$ cat config.mk
export PLATFORM = sky130hd
export DESIGN_NAME = round_robin_run_queue
export DESIGN_NICKNAME = d
export VERILOG_FILES = /design/src/hdl/rrq_pkg.sv /design/src/hdl/round_robin_run_queue.sv
export SDC_FILE = /design/constraint.sdc
export NUM_CORES = 2
export LEC_CHECK = 0
export BUFFER_PORTS_ARGS = -buffer_cell sky130_fd_sc_hd__buf_2
export CAP_MARGIN = 0
export CORE_UTILIZATION = 60
export CTS_CLUSTER_DIAMETER = 80
export DETAILED_ROUTE_END_ITERATION = 10
export HOLD_SLACK_MARGIN = 0.08
export PLACE_DENSITY = 0.76
export SKIP_CTS_REPAIR_TIMING = 1
export SYNTH_ARGS = -nofsm -noshare
export SYNTH_HDL_FRONTEND = slang
export SYNTH_SLANG_ARGS = --single-unit
$ cat constraint.sdc
create_clock -name aclk -period 6.8 [get_ports aclk]
set_input_delay 1.36 -clock aclk [delete_from_list [all_inputs] [get_ports aclk]]
set_output_delay 1.36 -clock aclk [all_outputs]
set_load 0.005 [all_outputs]
$ cat src/hdl/rrq_pkg.sv
// ----------------------------------------------------------------------------
// rrq_pkg
// Shared types and codes for the round-robin run queue.
// ----------------------------------------------------------------------------
package rrq_pkg;

    localparam int THREADS = 64;
    localparam int SLOT_W  = $clog2(THREADS);
    localparam int LINK_W  = $clog2(THREADS + 1);
    localparam int CNT_W   = $clog2(THREADS + 1);

    localparam logic [LINK_W-1:0] NIL_LINK = LINK_W'(THREADS);

    // operation modes
    localparam logic [2:0] MODE_ADD    = 3'd0;
    localparam logic [2:0] MODE_REMOVE = 3'd1;
    localparam logic [2:0] MODE_SLEEP  = 3'd2;
    localparam logic [2:0] MODE_WAKE   = 3'd3;
    localparam logic [2:0] MODE_PICK   = 3'd4;
    localparam logic [2:0] MODE_SET    = 3'd5;

    // result status
    localparam logic [1:0] STAT_DONE  = 2'd0;
    localparam logic [1:0] STAT_SKIP  = 2'd1;
    localparam logic [1:0] STAT_EMPTY = 2'd2;

    // run states
    localparam logic [1:0] RS_RUNNABLE   = 2'd0;
    localparam logic [1:0] RS_INT_SLEEP  = 2'd1;
    localparam logic [1:0] RS_UNINT_SLEEP = 2'd2;

    typedef struct packed {
        logic [LINK_W-1:0] nxt;
        logic [LINK_W-1:0] prv;
        logic [1:0]        run_st;
        logic              queued;
    } entry_t;

    localparam entry_t RESET_ENTRY = '{nxt: NIL_LINK, prv: NIL_LINK,
                                       run_st: RS_RUNNABLE, queued: 1'b0};

endpackage

$ cat src/hdl/round_robin_run_queue.sv
// ----------------------------------------------------------------------------
// round_robin_run_queue
// Thread run queue as a doubly linked list in a slot table, with round-robin
// pick of the next runnable thread.
// ----------------------------------------------------------------------------
// A queue update steps from S_EVAL through S_FIX_P, S_FIX_N or S_TAIL and S_WR_T as
// needed to S_RESP; a pick walks one slot per S_WALK step, at most 64 slots.
// One transaction at a time; the slot table has one read and one write port,
// and each list step is one read-modify-write of that table.
// Reset: synchronous, active low; slot entries read as unlinked and runnable
// through per-entry valid bits, so no clearing pass is needed.
module round_robin_run_queue (
    input  logic        aclk,
    input  logic        aresetn,
    input  logic        s_tvalid,
    output logic        s_tready,
    input  logic [15:0] s_tdata,   // thread_id[5:0], current_id[11:6], new_state[13:12]
    input  logic [3:0]  s_tuser,   // mode[2:0], current_valid[3]
    output logic        m_tvalid,
    input  logic        m_tready,
    output logic [15:0] m_tdata,   // chosen_id[5:0], queue_count[12:6]
    output logic [2:0]  m_tuser    // status[1:0], choose_idle[2]
);

    localparam logic [3:0] S_IDLE  = 4'd0;
    localparam logic [3:0] S_EVAL  = 4'd1;
    localparam logic [3:0] S_FIX_P = 4'd2;
    localparam logic [3:0] S_FIX_N = 4'd3;
    localparam logic [3:0] S_TAIL  = 4'd4;
    localparam logic [3:0] S_WR_T  = 4'd5;
    localparam logic [3:0] S_WALK  = 4'd6;
    localparam logic [3:0] S_RESP  = 4'd7;

    localparam int SW = rrq_pkg::SLOT_W;
    localparam int LW = rrq_pkg::LINK_W;
    localparam int CW = rrq_pkg::CNT_W;

    rrq_pkg::entry_t slot_mem [rrq_pkg::THREADS];
    rrq_pkg::entry_t rd_raw_reg;
    logic            rd_vld_reg;
    logic [rrq_pkg::THREADS-1:0] vld_reg;

    logic [3:0]    state_reg, state_next;
    logic [2:0]    mode_reg;
    logic [SW-1:0] tid_reg;
    logic          cur_valid_reg;
    logic [1:0]    ns_reg;
    logic [LW-1:0] head_reg, head_next;
    logic [LW-1:0] tail_reg, tail_next;
    logic [CW-1:0] count_reg, count_next;
    logic [CW-1:0] checked_reg, checked_next;
    logic [SW-1:0] cand_reg, cand_next;
    logic [LW-1:0] p_reg, p_next;
    logic [LW-1:0] n_reg, n_next;
    logic          hd_reg, hd_next;
    logic          tl_reg, tl_next;
    rrq_pkg::entry_t twr_reg, twr_next;
    logic [1:0]    status_reg, status_next;
    logic [SW-1:0] chosen_reg, chosen_next;
    logic          idle_reg, idle_next;

    logic          out_valid_reg;
    logic [1:0]    out_status_reg;
    logic [SW-1:0] out_chosen_reg;
    logic          out_idle_reg;
    logic [CW-1:0] out_count_reg;

    logic            accept;
    logic [SW-1:0]   rd_addr;
    logic            mem_we;
    logic [SW-1:0]   mem_waddr;
    rrq_pkg::entry_t mem_wdata;
    rrq_pkg::entry_t rd_entry;
    logic            linked;
    logic            head_nil;
    logic [LW-1:0]   walk_link;

    assign s_tready = (state_reg == S_IDLE);
    assign accept   = s_tvalid && s_tready;
    assign rd_entry = rd_vld_reg ? rd_raw_reg : rrq_pkg::RESET_ENTRY;
    assign linked   = rd_entry.queued || (rd_entry.nxt != rrq_pkg::NIL_LINK)
                      || (rd_entry.prv != rrq_pkg::NIL_LINK);
    assign head_nil = (head_reg >= rrq_pkg::NIL_LINK);
    assign walk_link = (rd_entry.nxt >= rrq_pkg::NIL_LINK) ? head_reg : rd_entry.nxt;

    // slot table
    always_ff @(posedge aclk) begin
        if (mem_we) begin
            slot_mem[mem_waddr] <= mem_wdata;
        end
        rd_raw_reg <= slot_mem[rd_addr];
    end

    always_ff @(posedge aclk) begin
        if (!aresetn) begin
            vld_reg    <= '0;
            rd_vld_reg <= 1'b0;
        end else begin
            if (mem_we) begin
                vld_reg[mem_waddr] <= 1'b1;
            end
            rd_vld_reg <= vld_reg[rd_addr];
        end
    end

    always_comb begin
        state_next   = state_reg;
        head_next    = head_reg;
        tail_next    = tail_reg;
        count_next   = count_reg;
        checked_next = checked_reg;
        cand_next    = cand_reg;
        p_next       = p_reg;
        n_next       = n_reg;
        hd_next      = hd_reg;
        tl_next      = tl_reg;
        twr_next     = twr_reg;
        status_next  = status_reg;
        chosen_next  = chosen_reg;
        idle_next    = idle_reg;
        rd_addr      = tid_reg;
        mem_we       = 1'b0;
        mem_waddr    = tid_reg;
        mem_wdata    = twr_reg;

        case (state_reg)
            S_IDLE: begin
                rd_addr = (s_tuser[2:0] == rrq_pkg::MODE_PICK) ? s_tdata[11:6]
                                                                : s_tdata[5:0];
                if (accept) begin
                    state_next = S_EVAL;
                end
            end
            S_EVAL: begin
                status_next = rrq_pkg::STAT_SKIP;
                chosen_next = '0;
                idle_next   = 1'b0;
                state_next  = S_RESP;
                twr_next    = rd_entry;
                case (mode_reg)
                    rrq_pkg::MODE_ADD, rrq_pkg::MODE_WAKE: begin
                        if (mode_reg == rrq_pkg::MODE_WAKE) begin
                            if (rd_entry.run_st == rrq_pkg::RS_INT_SLEEP ||
                                rd_entry.run_st == rrq_pkg::RS_UNINT_SLEEP) begin
                                status_next     = rrq_pkg::STAT_DONE;
                                twr_next.run_st = rrq_pkg::RS_RUNNABLE;
                                state_next      = S_WR_T;
                            end
                        end else if (!linked) begin
                            status_next = rrq_pkg::STAT_DONE;
                        end
                        if (!linked && status_next == rrq_pkg::STAT_DONE) begin
                            twr_next.nxt    = rrq_pkg::NIL_LINK;
                            twr_next.prv    = head_nil ? rrq_pkg::NIL_LINK : tail_reg;
                            twr_next.queued = 1'b1;
                            head_next       = head_nil ? {1'b0, tid_reg} : head_reg;
                            tail_next       = {1'b0, tid_reg};
                            count_next      = count_reg + 1'b1;
                            p_next          = tail_reg;
                            if (!head_nil && tail_reg < rrq_pkg::NIL_LINK) begin
                                rd_addr    = tail_reg[SW-1:0];
                                state_next = S_TAIL;
                            end else begin
                                state_next = S_WR_T;
                            end
                        end
                    end
                    rrq_pkg::MODE_REMOVE, rrq_pkg::MODE_SLEEP: begin
                        if (mode_reg == rrq_pkg::MODE_SLEEP) begin
                            twr_next.run_st = rrq_pkg::RS_INT_SLEEP;
                            state_next      = S_WR_T;
                        end
                        if (count_reg == '0) begin
                            status_next = rrq_pkg::STAT_EMPTY;
                        end else if (rd_entry.queued) begin
                            status_next     = rrq_pkg::STAT_DONE;
                            twr_next.nxt    = rrq_pkg::NIL_LINK;
                            twr_next.prv    = rrq_pkg::NIL_LINK;
                            twr_next.queued = 1'b0;
                            p_next          = rd_entry.prv;
                            n_next          = rd_entry.nxt;
                            hd_next         = (head_reg == {1'b0, tid_reg});
                            tl_next         = (tail_reg == {1'b0, tid_reg});
                            if (head_reg == {1'b0, tid_reg}) begin
                                head_next = rd_entry.nxt;
                            end
                            if (tail_reg == {1'b0, tid_reg}) begin
                                tail_next = rd_entry.prv;
                            end
                            count_next = count_reg - 1'b1;
                            if (rd_entry.prv < rrq_pkg::NIL_LINK) begin
                                rd_addr    = rd_entry.prv[SW-1:0];
                                state_next = S_FIX_P;
                            end else if (rd_entry.nxt < rrq_pkg::NIL_LINK) begin
                                rd_addr    = rd_entry.nxt[SW-1:0];
                                state_next = S_FIX_N;
                            end else begin
                                state_next = S_WR_T;
                            end
                        end
                    end
                    rrq_pkg::MODE_SET: begin
                        status_next     = rrq_pkg::STAT_DONE;
                        twr_next.run_st = ns_reg;
                        state_next      = S_WR_T;
                    end
                    rrq_pkg::MODE_PICK: begin
                        status_next = rrq_pkg::STAT_DONE;
                        if (count_reg == '0 || head_nil) begin
                            idle_next = 1'b1;
                        end else if (!cur_valid_reg) begin
                            chosen_next = head_reg[SW-1:0];
                        end else begin
                            checked_next = '0;
                            cand_next    = walk_link[SW-1:0];
                            rd_addr      = walk_link[SW-1:0];
                            state_next   = S_WALK;
                        end
                    end
                    default: begin
                        status_next = rrq_pkg::STAT_SKIP;
                    end
                endcase
            end
            S_FIX_P: begin
                mem_we        = 1'b1;
                mem_waddr     = p_reg[SW-1:0];
                mem_wdata     = rd_entry;
                mem_wdata.nxt = tl_reg ? rrq_pkg::NIL_LINK : n_reg;
                if (n_reg < rrq_pkg::NIL_LINK) begin
                    rd_addr    = n_reg[SW-1:0];
                    state_next = S_FIX_N;
                end else begin
                    state_next = S_WR_T;
                end
            end
            S_FIX_N: begin
                mem_we        = 1'b1;
                mem_waddr     = n_reg[SW-1:0];
                mem_wdata     = rd_entry;
                mem_wdata.prv = hd_reg ? rrq_pkg::NIL_LINK : p_reg;
                state_next    = S_WR_T;
            end
            S_TAIL: begin
                mem_we        = 1'b1;
                mem_waddr     = p_reg[SW-1:0];
                mem_wdata     = rd_entry;
                mem_wdata.nxt = {1'b0, tid_reg};
                state_next    = S_WR_T;
            end
            S_WR_T: begin
                mem_we     = 1'b1;
                mem_waddr  = tid_reg;
                mem_wdata  = twr_reg;
                state_next = S_RESP;
            end
            S_WALK: begin
                if (rd_entry.run_st == rrq_pkg::RS_RUNNABLE) begin
                    chosen_next = cand_reg;
                    state_next  = S_RESP;
                end else begin
                    checked_next = checked_reg + 1'b1;
                    if (checked_reg + 1'b1 == count_reg) begin
                        idle_next  = 1'b1;
                        state_next = S_RESP;
                    end else begin
                        cand_next = walk_link[SW-1:0];
                        rd_addr   = walk_link[SW-1:0];
                    end
                end
            end
            S_RESP: begin
                if (!out_valid_reg || m_tready) begin
                    state_next = S_IDLE;
                end
            end
            default: begin
                state_next = S_IDLE;
            end
        endcase
    end

    always_ff @(posedge aclk) begin
        if (!aresetn) begin
            state_reg     <= S_IDLE;
            head_reg      <= rrq_pkg::NIL_LINK;
            tail_reg      <= rrq_pkg::NIL_LINK;
            count_reg     <= '0;
            out_valid_reg <= 1'b0;
        end else begin
            state_reg <= state_next;
            head_reg  <= head_next;
            tail_reg  <= tail_next;
            count_reg <= count_next;
            if (state_reg == S_RESP && (!out_valid_reg || m_tready)) begin
                out_valid_reg <= 1'b1;
            end else if (m_tready) begin
                out_valid_reg <= 1'b0;
            end
        end
    end

    always_ff @(posedge aclk) begin
        if (accept) begin
            mode_reg      <= s_tuser[2:0];
            cur_valid_reg <= s_tuser[3];
            tid_reg       <= s_tdata[5:0];
            ns_reg        <= s_tdata[13:12];
        end
        checked_reg <= checked_next;
        cand_reg    <= cand_next;
        p_reg       <= p_next;
        n_reg       <= n_next;
        hd_reg      <= hd_next;
        tl_reg      <= tl_next;
        twr_reg     <= twr_next;
        status_reg  <= status_next;
        chosen_reg  <= chosen_next;
        idle_reg    <= idle_next;
        if (state_reg == S_RESP && (!out_valid_reg || m_tready)) begin
            out_status_reg <= status_reg;
            out_chosen_reg <= chosen_reg;
            out_idle_reg   <= idle_reg;
            out_count_reg  <= count_reg;
        end
    end

    assign m_tvalid = out_valid_reg;
    assign m_tdata  = {3'b000, out_count_reg, out_chosen_reg};
    assign m_tuser  = {out_idle_reg, out_status_reg};

`ifndef SYNTH
    a_count_range: assert property (@(posedge aclk) disable iff (!aresetn)
        count_reg <= CW'(rrq_pkg::THREADS))
        else $error("queue count out of range");

    a_head_count: assert property (@(posedge aclk) disable iff (!aresetn)
        state_reg == S_IDLE |-> (head_reg == rrq_pkg::NIL_LINK) == (count_reg == '0))
        else $error("head and count disagree");

    a_walk_bound: assert property (@(posedge aclk) disable iff (!aresetn)
        state_reg == S_WALK |-> checked_reg < count_reg)
        else $error("pick walk past queue length");

    a_fix_distinct: assert property (@(posedge aclk) disable iff (!aresetn)
        state_reg == S_FIX_P && n_reg < rrq_pkg::NIL_LINK |-> p_reg != n_reg)
        else $error("neighbors of removed slot coincide");

    a_idle_zero: assert property (@(posedge aclk) disable iff (!aresetn)
        m_tvalid && m_tuser[2] |-> m_tdata[5:0] == '0)
        else $error("idle pick with nonzero slot");
`endif

endmodule
==> metrics.yaml <==
post-route-period-util_pct: 80.5
fp.dieH_um: 296
place_congestion: 0.969
io_buffers: 39
clock_latency_ns: 0.74
syn2layout_area_growth_pct: 11.8
hpwlAfterDp_mm: 75.8
antenna_found_initial: 10
path_class: "input port to flop"
synth_edf_count: 1171
cap_violations: 0
die_w_um: 296
worstSetupStartpointType: "input port"
netSwitchingFraction_pct: 32.4
grt_max_degree: 82
hold_class: "flop to flop"
drt_first_pass_iters: 6
drive_gt1_share_pct: 11.5
slowest_stage: "or4_1"
setup_viol: 0
finalNetCount: 3752
report.final.slew_viol_count: 0
power_density_nw_per_um2: 393
finalPower_w: 0.0228
timing.critical_path.buf_inv: 2
ioPinCount: 45
rows: 107
cts.reportedPaths.clkPinSlew_ns: 0.06
cts_max_level: 4
die_area_um2: 87800
gr-usage-all-layers_pct: 30.1
yosysTopAreaCell: "edfxtp_1"
cpPeakStageDelay_ns: 0.63
cp.depth: 13
p_seq_share_pct: 41.9
synth_cell_types: 79
cts_made_buffers: 130
grt_pass1_vias: 30700
cts.sinks: 1278
routed_wl_mm: 131
num_vias: 32400
initial_core_util_pct: 60.8
hold_viol_final: 0
leakage_nw: 20.2
power.share.combinational_pct: 27.0
synthFlopType: "edfxtp_1"
ir_worst_vdd_mv: 0.287
critPathMaxFanout: 19
gr-total-overflow: 0
syn_area_um2: 52000
antenna_left: 0
internal_power_w: 0.0154
drc: 0
async_reset_ff_share_pct: 0
drt_iter0_drc: 4204
slew_headroom_pct: 9.16
rsz0062_at_grt: "false"
r2r_setup_slack_ns: 1.34
cp.required_ns: 7.39
grt_pass1_wl_mm: 192
fin_setup_tns_ns: 0
cts_root_buf: "clkbuf_16"
holdPathStages: 0
path_cells: "buf_2, nor3b_2, mux2i_1, nand3_1, o311ai_0, a41o_1, and2_4, buf_4, mux2i_1, a22oi_1, a22oi_1, a21oi_1, or4_1"
finalCriticalPeriod_ns: 5.47
crit_arrival_ns: 6.06
clk_path_buf_depth: 3
rr_worst_depth: 15
yosys_warnings: 0
synth_top_area_share_pct: 67.7
wire_per_inst_um: 26.3
ys_seq_area_share_pct: 71.8
timing.fmax_mhz: 183
worstSetupEndpointType: "flop"
p_clk_share_pct: 31.2
ys_ff_latch: 1278
crit_family: "simple AND/OR/NAND/NOR gates"
largest_reg_flops: 1088
worst_pin_slew_ns: 1.34
cts_tree: "built"
viasPerCell: 6.52
postSynthAreaPerCell_um2: 14.1
status: "complete, no violations"
netlist_top_cells_area: "edfxtp_1, mux2i_1, a22oi_1"
post-route-util_pct: 68.0
coreArea_um2: 85400
synthCells: 3681
p_switching_w: 0.00740
skew_ns: 0.0294
==> worst reg2reg max path: stages, from the launching register on <==
cell and delay (ns):
dfxtp_1 0.67, nand2_1 0.36, ha_1 0.38, nor2b_1 0.07, a2111oi_4 0.28, buf_4 0.23
mux2_2 0.35, a21oi_1 0.23, o311ai_4 0.24, buf_4 0.29, nor2_4 0.61, buf_4 0.38
buf_4 0.36, a22oi_1 0.17, a21oi_1 0.58, or4_1 0.20
==> cell type report <==
| cell class | instances | area (µm²) |
|---|---|---|
| diodes | 1 | 2.50 |
| fillers | 5749 | 27300 |
| inverters | 25 | 93.8 |
| multi-input cells | 2128 | 13700 |
| well taps | 1144 | 1430 |
| repair buffers | 156 | 1360 |
| clock buffers | 168 | 3520 |
| clock inverters | 63 | 736 |
| flip-flops and latches | 1278 | 37300 |
==> logic make-up after synthesis <==
logic type                 share of synthesized area, %
AOI/OAI and AO/OA                                  11.9
DFF                                                71.8
muxes                                              6.47
other                                           0.00722
adders and majority gates                         0.231
xor gates and xnor gates                          0.643
buffers and inverters                              2.42
and+or+nand+nor                                    6.51
==> path summary, 6_finish.rpt <==
path	startpoint	end
hold reg to reg	chosen_reg[4]$_DFFE_PP_	out_chosen_reg[4]$_DFFE_PP_
setup / recovery	s_tuser[1]	rd_raw_reg[9]$_DFF_P_
setup reg to reg	rd_vld_reg$_SDFF_PN0_	rd_raw_reg[15]$_DFF_P_
hold / removal	chosen_reg[4]$_DFFE_PP_	out_chosen_reg[4]$_DFFE_PP_
==> metrics by stage <==
| stage | worst slack, ns | instance area [µm²] | instances | hold slack [ns] |
|---|---|---|---|---|
| 6_report | 1.33 | 58100 | 4963 | 0.416 |
| 5_1_grt | 1.24 | 58100 | 4962 | 0.435 |
| 4_1_cts | 1.44 | 58100 | 4962 | 0.419 |
| 3_5_place_dp | 0.717 | 53800 | 4731 | 0.405 |
| 3_3_place_gp | 0.780 | 53800 | 4731 | 0.401 |
| 2_1_floorplan | 1.74 | 52000 | 3683 | 0.400 |
==> cells in the final DEF (no fill, tap or decap), types with 24 or more instances in the layout <==
| master | count |
|---|---|
| buf_2 | 39 |
| o21ai_0 | 24 |
| dfxtp_1 | 107 |
| nor2_2 | 49 |
| a21oi_1 | 376 |
| clkbuf_16 | 134 |
| mux2i_1 | 312 |
| nand3_1 | 29 |
| edfxtp_1 | 1171 |
| clkbuf_1 | 30 |
| buf_4 | 94 |
| nand2_1 | 407 |
| nor2_1 | 222 |
| a22oi_1 | 414 |
==> cells in the mapped netlist (all sizes together) (19+ instances only) <==
master	n
a21oi	376
clkbuf	149
nand2	414
o21ai	31
buf	103
xnor2	20
mux2i	312
edfxtp	1171
inv	24
nor2	273
mux2	19
dfxtp	107
nand3	30
a22oi	414
or4	21
==> power by group through the flow <==
stage | registers [W] | clock network (W) | logic (W)
6_report | 0.00956 | 0.00712 | 0.00616
5_1_grt | 0.00956 | 0.00749 | 0.00652
4_1_cts | 0.00954 | 0.00717 | 0.00606
3_5_place_dp | 0.00971 | 0 | 0.00602
3_3_place_gp | 0.00970 | 0 | 0.00587
2_1_floorplan | 0.00962 | 0 | 0.00395
==> per-layer routing <==
metal	track usage, %	up-vias	wire length (µm)
met5	0	-	51
met4	16.1	8	7000
li1	-	14200	-
met1	41.0	15900	49600
met2	46.3	1894	60800
met3	5.52	354	13200
No activity file was read; power rests on OpenSTA's default activity.
